### config.mk
export PLATFORM = sky130hd
export DESIGN_NAME = cscan_request_scheduler
export DESIGN_NICKNAME = d
export VERILOG_FILES = /design/src/sv/cscan_pkg.sv /design/src/sv/cscan_ram.sv /design/src/sv/cscan_request_scheduler.sv
export SDC_FILE = /design/constraint.sdc
export NUM_CORES = 1
export LEC_CHECK = 0
export BUFFER_PORTS_ARGS = -buffer_cell sky130_fd_sc_hd__buf_2
export CELL_PAD_IN_SITES_DETAIL_PLACEMENT = 1
export CELL_PAD_IN_SITES_GLOBAL_PLACEMENT = 1
export CORE_MARGIN = 2
export CORE_UTILIZATION = 34
export CTS_BUF_LIST = sky130_fd_sc_hd__clkbuf_16
export DETAILED_ROUTE_END_ITERATION = 10
export HOLD_SLACK_MARGIN = 0.08
export PLACE_DENSITY = 0.64
export SYNTH_ARGS = -nofsm -noshare
export SYNTH_HDL_FRONTEND = slang
export SYNTH_SLANG_ARGS = --single-unit
export TNS_END_PERCENT = 50
### constraint.sdc
create_clock -name clk -period 19.4 [get_ports clk]
set_input_delay 2.91 -clock clk [delete_from_list [all_inputs] [get_ports clk]]
set_output_delay 2.91 -clock clk [all_outputs]
set_load 0.01 [all_outputs]
### src/sv/cscan_pkg.sv
// Shared types and constants for the C-SCAN request scheduler.
package cscan_pkg;

  // Queue geometry.
  localparam int QUEUE_DEPTH = 16;
  localparam int IDX_W       = $clog2(QUEUE_DEPTH);
  localparam int CNT_W       = $clog2(QUEUE_DEPTH + 1);

  // Field widths.
  localparam int SECTOR_W = 48;
  localparam int TAG_W    = 8;
  localparam int STATUS_W = 3;
  localparam int PEND_W   = 5;

  // Item kinds.
  localparam logic KIND_ADD      = 1'b0;
  localparam logic KIND_DISPATCH = 1'b1;

  // Result status codes.
  typedef enum logic [STATUS_W-1:0] {
    ST_ADDED      = 3'd0,
    ST_FULL       = 3'd1,
    ST_DISPATCHED = 3'd2,
    ST_WRAPPED    = 3'd3,
    ST_EMPTY      = 3'd4
  } status_t;

  // One queued request as stored in the entry memory.
  typedef struct packed {
    logic [SECTOR_W-1:0] sector;
    logic [TAG_W-1:0]    tag;
    logic                wr;
  } entry_t;

endpackage

### src/sv/cscan_ram.sv
// Generic single-clock RAM with one write port and one registered read port.
module cscan_ram #(
  parameter int WIDTH = 8,
  parameter int DEPTH = 16
) (
  input  logic                     clk,
  input  logic                     we,
  input  logic [$clog2(DEPTH)-1:0] waddr,
  input  logic [WIDTH-1:0]         wdata,
  input  logic [$clog2(DEPTH)-1:0] raddr,
  output logic [WIDTH-1:0]         rdata
);

  logic [WIDTH-1:0] mem [DEPTH];

  // Write, and registered read.
  always_ff @(posedge clk) begin
    if (we) begin
      mem[waddr] <= wdata;
    end
    rdata <= mem[raddr];
  end

endmodule

### src/sv/cscan_request_scheduler.sv
// Top level of the C-SCAN request scheduler: sorted request queue in a RAM.
//
//  Channel   Handshake              Fields
//  --------  ---------------------  ------------------------------------------------
//  item in   start, busy            kind, sector, tag, is_write
//  result    strobe (one cycle)     status, out_sector, out_tag, out_write,
//                                   pending_count
//
// An add walks the entry RAM down from the top and a dispatch walks it up from the
// bottom, walking it once more from the second entry when it wraps; the walk reads
// one entry per cycle.
// A full add or an empty dispatch gives its result in the next cycle.
// Reset (rst, synchronous) empties the queue and sets the head to sector zero.
// The receiver cannot stall: each result is shown for exactly one cycle.
module cscan_request_scheduler (
  input  logic                          clk,
  input  logic                          rst,
  input  logic                          start,
  output logic                          busy,
  input  logic                          kind,
  input  logic [cscan_pkg::SECTOR_W-1:0] sector,
  input  logic [cscan_pkg::TAG_W-1:0]    tag,
  input  logic                          is_write,
  output logic                          strobe,
  output logic [cscan_pkg::STATUS_W-1:0] status,
  output logic [cscan_pkg::SECTOR_W-1:0] out_sector,
  output logic [cscan_pkg::TAG_W-1:0]    out_tag,
  output logic                          out_write,
  output logic [cscan_pkg::PEND_W-1:0]   pending_count
);

  import cscan_pkg::*;

  typedef enum logic [1:0] {
    S_IDLE,
    S_ADD_SCAN,
    S_ADD_PUT,
    S_DSP_SCAN
  } state_t;

  state_t state;

  // Queue bookkeeping.
  logic [CNT_W-1:0]    count;
  logic [SECTOR_W-1:0] head;

  // Accepted request.
  entry_t req;

  // Read stream over the entry RAM.
  logic [IDX_W-1:0] rd_idx;
  logic [CNT_W-1:0] rd_left;
  logic             dt_vld;
  logic [IDX_W-1:0] dt_idx;

  // Dispatch selection.
  logic   found;
  logic   wrapped;
  entry_t pick;
  entry_t first;

  // RAM ports.
  logic             ram_we;
  logic [IDX_W-1:0] ram_waddr;
  entry_t           ram_wdata;
  entry_t           rd_entry;

  // Shared conditions.
  logic [IDX_W-1:0] last_idx;
  logic             add_shift;
  logic             ge_head;
  entry_t           wrap_entry;

  assign busy          = (state != S_IDLE);
  assign pending_count = PEND_W'(count);

  assign last_idx   = IDX_W'(count - CNT_W'(1));
  assign add_shift  = (req.sector < rd_entry.sector);
  assign ge_head    = (rd_entry.sector >= head);
  assign wrap_entry = (dt_idx == '0) ? rd_entry : first;

  cscan_ram #(
    .WIDTH($bits(entry_t)),
    .DEPTH(QUEUE_DEPTH)
  ) u_entries (
    .clk  (clk),
    .we   (ram_we),
    .waddr(ram_waddr),
    .wdata(ram_wdata),
    .raddr(rd_idx),
    .rdata(rd_entry)
  );

  // RAM write port: shift entries up on add, down on dispatch, or place the new one.
  always_comb begin
    ram_we    = 1'b0;
    ram_waddr = dt_idx;
    ram_wdata = rd_entry;
    unique case (state)
      S_ADD_SCAN: begin
        if (dt_vld) begin
          ram_we    = 1'b1;
          ram_waddr = IDX_W'(dt_idx + IDX_W'(1));
          ram_wdata = add_shift ? rd_entry : req;
        end
      end
      S_ADD_PUT: begin
        ram_we    = 1'b1;
        ram_waddr = '0;
        ram_wdata = req;
      end
      S_DSP_SCAN: begin
        if (dt_vld && found) begin
          ram_we    = 1'b1;
          ram_waddr = IDX_W'(dt_idx - IDX_W'(1));
        end
      end
      default: begin
        ram_we = 1'b0;
      end
    endcase
  end

  // Sequencer, queue state and registered result.
  always_ff @(posedge clk) begin
    if (rst) begin
      state   <= S_IDLE;
      count   <= '0;
      head    <= '0;
      rd_left <= '0;
      dt_vld  <= 1'b0;
      found   <= 1'b0;
      strobe  <= 1'b0;
    end else begin
      strobe <= 1'b0;

      // Issue one read per cycle while reads remain; data returns next cycle.
      if (rd_left != '0) begin
        dt_vld  <= 1'b1;
        dt_idx  <= rd_idx;
        rd_left <= rd_left - CNT_W'(1);
        rd_idx  <= (state == S_ADD_SCAN) ? IDX_W'(rd_idx - IDX_W'(1))
                                         : IDX_W'(rd_idx + IDX_W'(1));
      end else begin
        dt_vld <= 1'b0;
      end

      unique case (state)
        S_IDLE: begin
          if (start) begin
            req.sector <= sector;
            req.tag    <= tag;
            req.wr     <= is_write;
            found      <= 1'b0;
            wrapped    <= 1'b0;
            out_sector <= '0;
            out_tag    <= '0;
            out_write  <= 1'b0;
            if (kind == KIND_ADD) begin
              if (count == CNT_W'(QUEUE_DEPTH)) begin
                strobe <= 1'b1;
                status <= ST_FULL;
              end else if (count == '0) begin
                state <= S_ADD_PUT;
              end else begin
                rd_idx  <= last_idx;
                rd_left <= count;
                state   <= S_ADD_SCAN;
              end
            end else begin
              if (count == '0) begin
                strobe <= 1'b1;
                status <= ST_EMPTY;
              end else begin
                rd_idx  <= '0;
                rd_left <= count;
                state   <= S_DSP_SCAN;
              end
            end
          end
        end

        // Walk down from the top; the new item lands above the first entry not larger.
        S_ADD_SCAN: begin
          if (dt_vld) begin
            if (add_shift) begin
              if (dt_idx == '0) begin
                rd_left <= '0;
                state   <= S_ADD_PUT;
              end
            end else begin
              rd_left <= '0;
              count   <= count + CNT_W'(1);
              strobe  <= 1'b1;
              status  <= ST_ADDED;
              state   <= S_IDLE;
            end
          end
        end

        // The new item goes to the bottom of the queue.
        S_ADD_PUT: begin
          count  <= count + CNT_W'(1);
          strobe <= 1'b1;
          status <= ST_ADDED;
          state  <= S_IDLE;
        end

        // Walk up: find the first entry at or above the head (else wrap to the lowest), then close the gap.
        S_DSP_SCAN: begin
          if (dt_vld) begin
            if (dt_idx == '0) begin
              first <= rd_entry;
            end
            if (!found) begin
              if (ge_head) begin
                found <= 1'b1;
                pick  <= rd_entry;
                if (dt_idx == last_idx) begin
                  count      <= count - CNT_W'(1);
                  head       <= rd_entry.sector;
                  strobe     <= 1'b1;
                  status     <= ST_DISPATCHED;
                  out_sector <= rd_entry.sector;
                  out_tag    <= rd_entry.tag;
                  out_write  <= rd_entry.wr;
                  state      <= S_IDLE;
                end
              end else if (dt_idx == last_idx) begin
                // Nothing at or above the head: wrap to the lowest entry.
                if (count == CNT_W'(1)) begin
                  count      <= count - CNT_W'(1);
                  head       <= wrap_entry.sector;
                  strobe     <= 1'b1;
                  status     <= ST_WRAPPED;
                  out_sector <= wrap_entry.sector;
                  out_tag    <= wrap_entry.tag;
                  out_write  <= wrap_entry.wr;
                  state      <= S_IDLE;
                end else begin
                  found   <= 1'b1;
                  wrapped <= 1'b1;
                  pick    <= wrap_entry;
                  rd_idx  <= IDX_W'(1);
                  rd_left <= count - CNT_W'(1);
                end
              end
            end else if (dt_idx == last_idx) begin
              count      <= count - CNT_W'(1);
              head       <= pick.sector;
              strobe     <= 1'b1;
              status     <= wrapped ? ST_WRAPPED : ST_DISPATCHED;
              out_sector <= pick.sector;
              out_tag    <= pick.tag;
              out_write  <= pick.wr;
              state      <= S_IDLE;
            end
          end
        end

        default: begin
          state <= S_IDLE;
        end
      endcase
    end
  end

endmodule
==> flow_metrics.env, run 1 <==
export IMPL_status="complete, no violations"
export IMPL_cpPeakStageDelay_ns=1.06
export IMPL_diodes=0
export IMPL_start_util_pct=34.2
export IMPL_ys_ff_latch=1272
export IMPL_synth_edf_count=1152
export IMPL_whs_ns=0.536
export IMPL_slew_violations=0
export IMPL_grt_pass1_wl_um=223000
export IMPL_drcViolationCount=0
export IMPL_syn_area_per_cell_um2=17.1
export IMPL_fin_util_pct=39.2
export IMPL_maxSlewHeadroom_pct=6.89
export IMPL_worstMarginPinSlew_ns=1.40
export IMPL_dieWidth_um=397
export IMPL_synth_area_leader_cell="edfxtp_1"
export IMPL_r2r_slack_ns=13.88
export IMPL_fin_nets=3402
export IMPL_syn_area_um2=52600
export IMPL_dp_cells=5136
export IMPL_grt_usage_pct=19.6
export IMPL_grt_max_degree=127
export IMPL_timing_rr_end="u_entries.mem[9][26]$_DFFE_PP_"
export IMPL_cts_sinks=1272
export IMPL_post_cts_resized=0
export IMPL_seq_area_um2=37000
export IMPL_numCtsBuffers=138
export IMPL_leakagePower_nw=19.9
export IMPL_clk_latency_ns=0.78
export IMPL_crit_chain="inv_1, ha_1, nand4_1, or3_1, a2111oi_2, o311ai_1, a31o_4, nor2_4, buf_4, a22oi_1, o221ai_1"
export IMPL_dpl_hpwl_um=87800
export IMPL_yosysUniqueCellTypes=77
export IMPL_r2r_cells=11
export IMPL_p_clk_share_pct=27.5
export IMPL_skew_ns=0.0312
export IMPL_path_class="reg -> reg"
export IMPL_overflow=0
export IMPL_clk_path_buf_depth=3
export IMPL_start_kind="flip-flop"
export IMPL_period_needed_ns=5.52
export IMPL_antenna_found_initial=12
export IMPL_core_um2=154000
export IMPL_die_y_um=397
export IMPL_synthArstFlopShare_pct=0
export IMPL_final_hold_viol_count=0
export IMPL_intPower_mw=6.40
export IMPL_synth_top_cell_area_share_pct=65.8
export IMPL_rsz0062_at_grt="no"
export IMPL_gp_congestion=0.799
export IMPL_ir_worst_vdd_mv=0.118
export IMPL_synthCells=3083
export IMPL_setup_tns_ns=0
export IMPL_wl_per_cell_um=28.7
export IMPL_setup_viol=0
export IMPL_layout_cells_most_common_list="1,152 x edfxtp_1, 285 x mux4_2, 191 x inv_1"
export IMPL_syn_to_final_growth_pct=14.7
export IMPL_vias=30100
export IMPL_drt_initial_drc_count=3440
export IMPL_critPathMaxFanout=41
export IMPL_first_global_vias=30700
export IMPL_final_antenna_net_count=0
export IMPL_fin_cells=5392
export IMPL_required_ns=19.79
export IMPL_synthesis_nets=3253
export IMPL_yosysSeqAreaShare_pct=70.4
export IMPL_clkSlewWorstSetupHoldPaths_ns=0.06
export IMPL_fillers=15300
export IMPL_io_buffers=127
export IMPL_power_frac_seq_pct=40.9
export IMPL_htreeDepth=4
export IMPL_wl_um=155000
export IMPL_clock_fmax_mhz=181
export IMPL_layout_commonest_cell="edfxtp_1"
export IMPL_p_sw_share_pct=33.6
export IMPL_rows=144
export IMPL_switching_power_mw=3.24
export IMPL_dr_pass1_iters=5
export IMPL_cts_tree="built"
export IMPL_crit_arrival_ns=5.91
export IMPL_drv_cap=0
export IMPL_crit_start="u_entries.rdata[24]$_DFF_P_"
export IMPL_synthFlopType="edfxtp_1"
export IMPL_cts_setup_buffers=0
export IMPL_p_comb_share_pct=31.6
export IMPL_worst_setup_path_end_kind="flip-flop"
export IMPL_die_area_um2=158000
export IMPL_root_buffer="clkbuf_16"
export IMPL_synth_area_leaders="edfxtp_1 66%, mux4_2 12%, dfxtp_1 4.6%"
export IMPL_final_layout_size_suffix_gt1_share_pct=22.1
export IMPL_io_pin_count=128
export IMPL_yosys_warnings=0
export IMPL_min_path_type="reg -> reg"
export IMPL_power_density_nw_per_um2=160
export IMPL_endpoint="u_entries.mem[9][26]$_DFFE_PP_"
export IMPL_multi_input_area_um2=14300
export IMPL_ctsHoldBuffers=0
export IMPL_viasPerCell=5.58
export IMPL_post_route_period_util_pct=28.5
export IMPL_slowest_stage="o221ai_1"
export IMPL_r2r_start="u_entries.rdata[24]$_DFF_P_"
-- cells in the mapped netlist (50+ instances only) --
cell / count
nand3_1: 61
nor2_1: 163
a22oi_1: 57
nor4_1: 53
mux4_2: 285
dfxtp_1: 120
mux2i_1: 52
edfxtp_1: 1152
inv_1: 162
ha_1: 108
o221ai_1: 50
nand2_1: 109
a21oi_1: 132
o21ai_0: 120
a221oi_1: 57
clkbuf_1: 133
-- stage by stage --
| step | setup slack [ns] | power, mW | area (um^2) |
|---|---|---|---|
| final | 13.88 | 9.63 | 60300 |
| after floorplan | 6.56 | 5.95 | 52600 |
| after detailed placement | 13.82 | 7.03 | 55700 |
| after CTS | 13.83 | 9.69 | 60300 |
| after global routing | 13.50 | 10.1 | 60300 |
| after global placement | 13.22 | 6.96 | 55700 |
-- power by group through the flow --
stage | clock (mW) | sequential (mW) | combinational, mW
floorplan | 0 | 3.89 | 2.06
CTS | 2.69 | 3.93 | 3.06
global route | 2.79 | 3.96 | 3.32
finish | 2.65 | 3.94 | 3.05
detailed placement | 0 | 3.99 | 3.04
global placement | 0 | 3.98 | 2.98
-- kinds of logic after synthesis --
kind of cell	share of synthesized area [%]
flip-flops	70.4
AND/OR/NAND/NOR	4.46
AO/OA/AOI/OAI	6.14
buffers and inverters	2.73
multiplexers	13.4
adder cells (fa/ha/maj)	2.61
XOR/XNOR	0.250
-- worst min-delay path by stage --
stage                               endpoint                          start  depth (start not counted)  slack (ns)
6_report       pending_count[1]$_SDFFE_PP0P_  pending_count[1]$_SDFFE_PP0P_                          2        0.54
5_1_grt                head[10]$_SDFFE_PP0P_          head[10]$_SDFFE_PP0P_                          2        0.58
4_1_cts        pending_count[1]$_SDFFE_PP0P_  pending_count[1]$_SDFFE_PP0P_                          2        0.55
3_5_place_dp           head[32]$_SDFFE_PP0P_          head[32]$_SDFFE_PP0P_                          2        0.53
3_3_place_gp   pending_count[1]$_SDFFE_PP0P_  pending_count[1]$_SDFFE_PP0P_                          2        0.52
2_1_floorplan            dt_idx[0]$_DFFE_PP_            rd_idx[0]$_DFFE_PN_                          0        0.42
-- routing by layer --
| metal | global-route usage (%) | part of all wire, % | up-vias |
|---|---|---|---|
| met2 | 31.0 | 47 | 1028 |
| met3 | 3.78 | 7.0 | 164 |
| met1 | 28.0 | 44 | 16200 |
| li1 | - | - | 12700 |
| met5 | 0 | 0.013 | - |
| met4 | 4.23 | 1.6 | 4 |
-- layout make-up --
type	instances	area share, %
Clock buffer	140	5.81
Clock inverter	116	1.75
Inverter	165	1.03
Multi-Input combinational cell	1451	23.8
Sequential cell	1272	61.4
Tap cell	2044	4.24
Timing Repair Buffer	204	2.03
-- state kept, by name, summed over array words and instances, names as in the netlist, 5 cells and up --
| name | flops |
|---|---|
| head | 48 |
| u_entries.rdata | 57 |
| pending_count | 5 |
| first | 57 |
| rd_left | 5 |
| req | 57 |
| u_entries.mem | 912 |
| out_tag | 8 |
| out_sector | 48 |
| pick | 57 |
-- critical path, delay by kind of cell, from the launching register on --
| family | cells | cell delay [ns] |
|---|---|---|
| AO/OA/AOI/OAI | 5 | 2.34 |
| AND/OR/NAND/NOR | 3 | 1.07 |
| buffers and inverters | 2 | 0.86 |
| flip-flops | 1 | 0.44 |
| adder cells (fa/ha/maj) | 1 | 0.35 |
No activity file was read; power rests on OpenSTA's default activity.
==> inputs of run 2 (changes only) <==
--- a/config.mk
+++ b/config.mk
@@ -13,7 +13,7 @@
 export CTS_BUF_LIST = sky130_fd_sc_hd__clkbuf_16
 export DETAILED_ROUTE_END_ITERATION = 10
 export HOLD_SLACK_MARGIN = 0.08
-export PLACE_DENSITY = 0.64
+export PLACE_DENSITY = 0.66
 export SYNTH_ARGS = -nofsm -noshare
 export SYNTH_HDL_FRONTEND = slang
 export SYNTH_SLANG_ARGS = --single-unit
==> constraint.sdc (replaced) <==
create_clock -name clk -period 4.5 [get_ports clk]
set_input_delay 0.675 -clock clk [delete_from_list [all_inputs] [get_ports clk]]
set_output_delay 0.675 -clock clk [all_outputs]
set_load 0.01 [all_outputs]
==> run 2 against run 1 <==
Clock skew is 0.012 ns higher. Die area stayed put. Fmax is 30% higher. Final cell count is 2.4% higher. Sequential share of layout area is 1.4 points lower. Largest cell class unchanged.
==> flow_metrics.env, run 2 (synthesis gave the netlist of run 1 again) <==
export IMPL_status="complete, no violations"
export IMPL_io_pin_count=128
export IMPL_crit_start="u_entries.rdata[40]$_DFF_P_"
export IMPL_first_global_vias=31600
export IMPL_slew_violations=0
export IMPL_worstMarginPinSlew_ns=1.18
export IMPL_crit_arrival_ns=4.85
export IMPL_maxSlewHeadroom_pct=21.3
export IMPL_wl_per_cell_um=28.1
export IMPL_htreeDepth=4
export IMPL_r2r_cells=11
export IMPL_leakagePower_nw=20.5
export IMPL_clk_path_buf_depth=3
export IMPL_wl_um=155000
export IMPL_crit_chain="inv_1, ha_1, nand4_1, nor4_4, o311ai_1, a31o_4, nor2_4, buf_4, a22oi_1, o221ai_1, buf_4"
export IMPL_drv_cap=0
export IMPL_fillers=15200
export IMPL_final_antenna_net_count=0
export IMPL_start_util_pct=34.2
export IMPL_viasPerCell=5.56
export IMPL_dr_pass1_iters=5
export IMPL_cts_sinks=1272
export IMPL_topRoutingLayerUsed="met5"
export IMPL_fin_nets=3530
export IMPL_drcViolationCount=0
export IMPL_vias=30700
export IMPL_dieWidth_um=397
export IMPL_overflow=0
export IMPL_critPathMaxFanout=25
export IMPL_endpoint="u_entries.mem[9][48]$_DFFE_PP_"
export IMPL_slowest_stage="nor4_4"
export IMPL_syn_to_final_growth_pct=17.4
export IMPL_dpl_hpwl_um=86600
export IMPL_wl_met2_um=72800
export IMPL_die_y_um=397
export IMPL_io_buffers=127
export IMPL_gp_congestion=0.799
export IMPL_root_buffer="clkbuf_16"
export IMPL_ir_worst_vdd_mv=0.739
export IMPL_core_um2=154000
export IMPL_clock_fmax_mhz=235
export IMPL_top_register="u_entries.mem"
export IMPL_die_area_um2=158000
export IMPL_start_kind="flip-flop"
export IMPL_drt_met1_wl_um=68200
export IMPL_clkSlewWorstSetupHoldPaths_ns=0.06
export IMPL_drt_initial_drc_count=2984
export IMPL_required_ns=5.09
export IMPL_layout_cells_most_common_list="1,152 x edfxtp_1, 285 x mux4_2, 198 x inv_1"
export IMPL_layout_commonest_cell="edfxtp_1"
export IMPL_power_mw=42.1
export IMPL_power_density_nw_per_um2=683
export IMPL_r2r_slack_ns=0.25
export IMPL_cts_setup_buffers=0
export IMPL_timing_rr_end="u_entries.mem[9][48]$_DFFE_PP_"
export IMPL_cts_tree="built"
export IMPL_r2r_start="u_entries.rdata[40]$_DFF_P_"
export IMPL_period_needed_ns=4.25
export IMPL_grt_max_degree=173
export IMPL_rsz0062_at_grt="no"
export IMPL_grt_usage_pct=19.7
export IMPL_numCtsBuffers=140
export IMPL_largest_reg_flops=912
export IMPL_antenna_found_initial=7
export IMPL_final_layout_size_suffix_gt1_share_pct=23.8
export IMPL_grt_pass1_wl_um=226000
export IMPL_post_route_period_util_pct=94.5
export IMPL_setup_viol=0
export IMPL_worst_setup_path_end_kind="flip-flop"
export IMPL_cpPeakStageDelay_ns=0.53
export IMPL_path_class="reg -> reg"
export IMPL_worst_path_most_repeated_cell="buf_4"
export IMPL_rows=144
export IMPL_met3_length_um=10800
export IMPL_fin_util_pct=40.1
export IMPL_final_hold_viol_count=0
export IMPL_min_path_type="in -> reg"
export IMPL_clk_latency_ns=0.77
export IMPL_skew_ns=0.0433
-- run 2: power by group --
part	internal, mW	total [mW]	switching, mW	leakage, nW
Clock	6.48	11.2	4.69	2.31
Sequential	15.9	16.8	0.924	11.5
Combinational	5.64	14.1	8.48	6.78
-- run 2: worst min-delay path by stage --
stage,from,end,slack (ns),cells after the start
2_1_floorplan,rd_idx[0]$_DFFE_PN_,dt_idx[0]$_DFFE_PP_,0.42,0
3_3_place_gp,head[1]$_SDFFE_PP0P_,head[1]$_SDFFE_PP0P_,0.52,2
3_5_place_dp,head[39]$_SDFFE_PP0P_,head[39]$_SDFFE_PP0P_,0.53,2
4_1_cts,sector[12],req[21]$_DFFE_PP_,0.08,1
5_1_grt,sector[10],req[19]$_DFFE_PP_,0.08,1
6_report,sector[10],req[19]$_DFFE_PP_,0.12,1
-- run 2: per-layer routing --
layer | vias to the layer above | track usage [%]
li1 | 13000 | -
met1 | 16300 | 28.2
met2 | 1172 | 31.0
met3 | 222 | 3.34
met4 | 6 | 5.17
met5 | - | 0
-- run 2: timing repair --
item                                   in CTS  in global routing
endpoints found under the hold margin      39                  2
pin swaps                                   0                  0
setup endpoints to repair                 804                 55
gates resized for setup                     4                  3
hold buffers                               39                  2
-- run 2: critical path, delay by kind of cell, from the launching register on --
family	cells	cell delay, ns
buf+inv	3	0.91
flops	1	0.48
simple gates	3	1.22
fa+ha+maj	1	0.36
compound gates	4	1.09
-- run 2: through the flow --
stage	instance area [um^2]	cells	hold WS [ns]	setup slack, ns	setup TNS, ns
detailed placement	56800	5221	0.528	-0.395	-125.83
finish	61700	5520	0.120	0.249	0
global placement	56800	5221	0.517	-0.188	-72.19
global route	61700	5517	0.0827	0.111	0
CTS	61700	5515	0.0804	0.0434	0
floorplan	52600	3083	0.424	-0.242	-179.03
-- run 2: cell type report --
class                   count  area [um^2]  share of cell area, %
repair buffers            330         2680                   4.34
diodes                      3         7.51                 0.0122
clock inverters           111          850                   1.38
well taps                2044         2560                   4.14
multi-input cells        1451        14400                   23.3
flip-flops and latches   1272        37000                   60.0
clock buffers             144         3600                   5.84
inverters                 165          619                   1.00
==> inputs of run 3 (changes only) <==
--- a/config.mk
+++ b/config.mk
@@ -8,12 +8,11 @@
 export BUFFER_PORTS_ARGS = -buffer_cell sky130_fd_sc_hd__buf_2
 export CELL_PAD_IN_SITES_DETAIL_PLACEMENT = 1
 export CELL_PAD_IN_SITES_GLOBAL_PLACEMENT = 1
-export CORE_MARGIN = 2
 export CORE_UTILIZATION = 34
 export CTS_BUF_LIST = sky130_fd_sc_hd__clkbuf_16
 export DETAILED_ROUTE_END_ITERATION = 10
 export HOLD_SLACK_MARGIN = 0.08
-export PLACE_DENSITY = 0.66
+export PLACE_DENSITY_LB_ADDON = 0.25
 export SYNTH_ARGS = -nofsm -noshare
 export SYNTH_HDL_FRONTEND = slang
 export SYNTH_SLANG_ARGS = --single-unit
==> run 3 against run 2 <==
Clock skew is 0.011 ns lower. Clock-buffer cell count rose by 1. Fmax fell by 0.31%. Utilization increased by 0.42 points. Largest cell class unchanged. Flip-flop and latch count is the same. Routed wire length increased by 1.3%. Non-clock buffer count rose by 12.
==> flow_metrics.env, run 3 (synthesis gave the netlist of run 1 again) <==
export IMPL_post_route_period_util_pct=94.8
export IMPL_timing_rr_end="u_entries.mem[15][56]$_DFFE_PP_"
export IMPL_antenna_found_initial=4
export IMPL_dp_cells=5211
export IMPL_numCtsBuffers=142
export IMPL_first_global_vias=31500
export IMPL_drt_initial_drc_count=2805
export IMPL_syn_to_final_growth_pct=17.6
export IMPL_clkSlewWorstSetupHoldPaths_ns=0.06
export IMPL_required_ns=5.11
export IMPL_fillers=15000
export IMPL_start_kind="flip-flop"
export IMPL_status="complete, no violations"
export IMPL_root_buffer="clkbuf_16"
export IMPL_dieWidth_um=395
export IMPL_power_mw=41.8
export IMPL_viasPerCell=5.47
export IMPL_slew_violations=0
export IMPL_htreeDepth=4
export IMPL_io_pin_count=128
export IMPL_cts_setup_buffers=0
export IMPL_power_density_nw_per_um2=677
export IMPL_worst_setup_path_end_kind="flip-flop"
export IMPL_r2r_slack_ns=0.24
export IMPL_grt_max_degree=92
export IMPL_final_hold_viol_count=0
export IMPL_fin_cells=5520
export IMPL_fin_nets=3544
export IMPL_die_y_um=395
export IMPL_top_register="u_entries.mem"
export IMPL_overflow=0
export IMPL_hp_start="sector[27]"
export IMPL_core_um2=153000
export IMPL_crit_arrival_ns=4.88
export IMPL_pre_cts_slack_ns=0.141
export IMPL_grt_usage_pct=20.1
export IMPL_cpPeakStageDelay_ns=0.59
export IMPL_worstMarginPinSlew_ns=1.05
export IMPL_whs_ns=0.147
export IMPL_cp_num_buf_inv=5
export IMPL_cpLargestDelayFamily="compound AO/OA/AOI/OAI gates"
export IMPL_rows=143
export IMPL_min_path_type="in -> reg"
export IMPL_r2r_start="u_entries.rdata[54]$_DFF_P_"
export IMPL_hold_path_cell_count=1
export IMPL_largest_reg_flops=912
export IMPL_start_util_pct=34.4
export IMPL_wl_per_cell_um=28.5
export IMPL_wl_um=157000
export IMPL_setup_viol=0
export IMPL_clk_latency_ns=0.79
export IMPL_final_layout_size_suffix_gt1_share_pct=23.6
export IMPL_drcViolationCount=0
export IMPL_skew_ns=0.0326
export IMPL_io_buffers=127
export IMPL_drv_cap=0
export IMPL_grt_pass1_wl_um=228000
export IMPL_vias=30200
export IMPL_final_antenna_net_count=0
export IMPL_clock_fmax_mhz=235
export IMPL_layout_commonest_cell="edfxtp_1"
export IMPL_path_class="reg -> reg"
export IMPL_dpl_hpwl_um=89700
export IMPL_r2r_cells=13
export IMPL_critPathMaxFanout=41
export IMPL_leakagePower_nw=20.6
export IMPL_cts_tree="built"
export IMPL_crit_chain="buf_4, inv_1, ha_1, nand4_1, nor4_1, buf_4, o311ai_2, a31o_4, nor2_4, buf_12, a22oi_1, o221ai_1, buf_4"
export IMPL_period_needed_ns=4.26
export IMPL_hold_end="req[36]$_DFFE_PP_"
export IMPL_worst_path_most_repeated_cell="buf_4"
export IMPL_die_area_um2=156000
export IMPL_gp_congestion=0.802
export IMPL_dr_pass1_iters=7
export IMPL_maxSlewHeadroom_pct=30.2
export IMPL_rsz0062_at_grt="no"
export IMPL_diodes=0
export IMPL_worst_slack_ns=0.236
export IMPL_slowest_stage="nor4_1"
export IMPL_cts_sinks=1272
export IMPL_layout_cells_most_common_list="1,152 x edfxtp_1, 285 x mux4_2, 206 x inv_1"
export IMPL_ir_worst_vdd_mv=0.568
export IMPL_clk_path_buf_depth=3
[run 3: cell count changes in the layout (fill, tap and decap cells not counted), sizes merged, moves of 3 or more]
cell / before / now
buf: 289 / 293
bufinv: 12 / 5
diode: 3 / 0
dlygate4sd3: 41 / 49
inv: 206 / 216
[run 3: worst max path at each step]
stage                                startpoint                               to  slack [ns]  cells past startpoint
floorplan                 state[0]$_SDFFE_PP0P_    u_entries.mem[0][0]$_DFFE_PP_       -0.24                     10
global placement    u_entries.rdata[24]$_DFF_P_  u_entries.mem[10][56]$_DFFE_PP_        0.09                     12
detailed placement  u_entries.rdata[24]$_DFF_P_  u_entries.mem[10][56]$_DFFE_PP_        0.14                     12
CTS                 u_entries.rdata[24]$_DFF_P_  u_entries.mem[12][56]$_DFFE_PP_        0.12                     12
global route        u_entries.rdata[54]$_DFF_P_  u_entries.mem[12][56]$_DFFE_PP_        0.10                     13
finish              u_entries.rdata[54]$_DFF_P_  u_entries.mem[15][56]$_DFFE_PP_        0.24                     13
[run 3: cell type report]
| type | instances | area [um^2] | share of cell area (%) |
|---|---|---|---|
| clock buffers | 145 | 3630 | 5.87 |
| clock inverters | 115 | 746 | 1.21 |
| inverters | 165 | 619 | 1.00 |
| multi-input cells | 1451 | 14400 | 23.3 |
| flip-flops and latches | 1272 | 37000 | 59.8 |
| well taps | 2030 | 2540 | 4.11 |
| repair buffers | 342 | 2920 | 4.73 |
[run 3: per-stage QoR]
| step | setup TNS, ns | utilization (%) | area, um^2 |
|---|---|---|---|
| after floorplan | -179.03 | - | 52600 |
| after detailed placement | 0 | 37.3 | 57000 |
| after CTS | 0 | 40.5 | 61800 |
| final | 0 | 40.5 | 61800 |
| after global routing | 0 | 40.5 | 61800 |
| after global placement | 0 | 37.3 | 57000 |
[run 3: what timing repair did]
| item | in CTS | in global routing |
|---|---|---|
| hold buffers | 49 | 0 |
| endpoints found under the setup margin | 0 | 16 |
| hold endpoints to repair | 49 | 0 |
| resized for setup | 0 | 3 |
[run 3: per-layer routing]
metal	global-route usage, %	up-vias	wire (um)
li1	-	13000	-
met1	28.9	16200	72100
met2	31.2	818	72600
met3	3.59	199	8820
met4	5.88	0	3750
met5	0	-	0
[run 3: power breakdown]
group	internal, mW	total (mW)	switching [mW]
combinational	5.65	14.0	8.37
sequential	15.9	16.8	0.908
clock	6.15	11.0	4.85
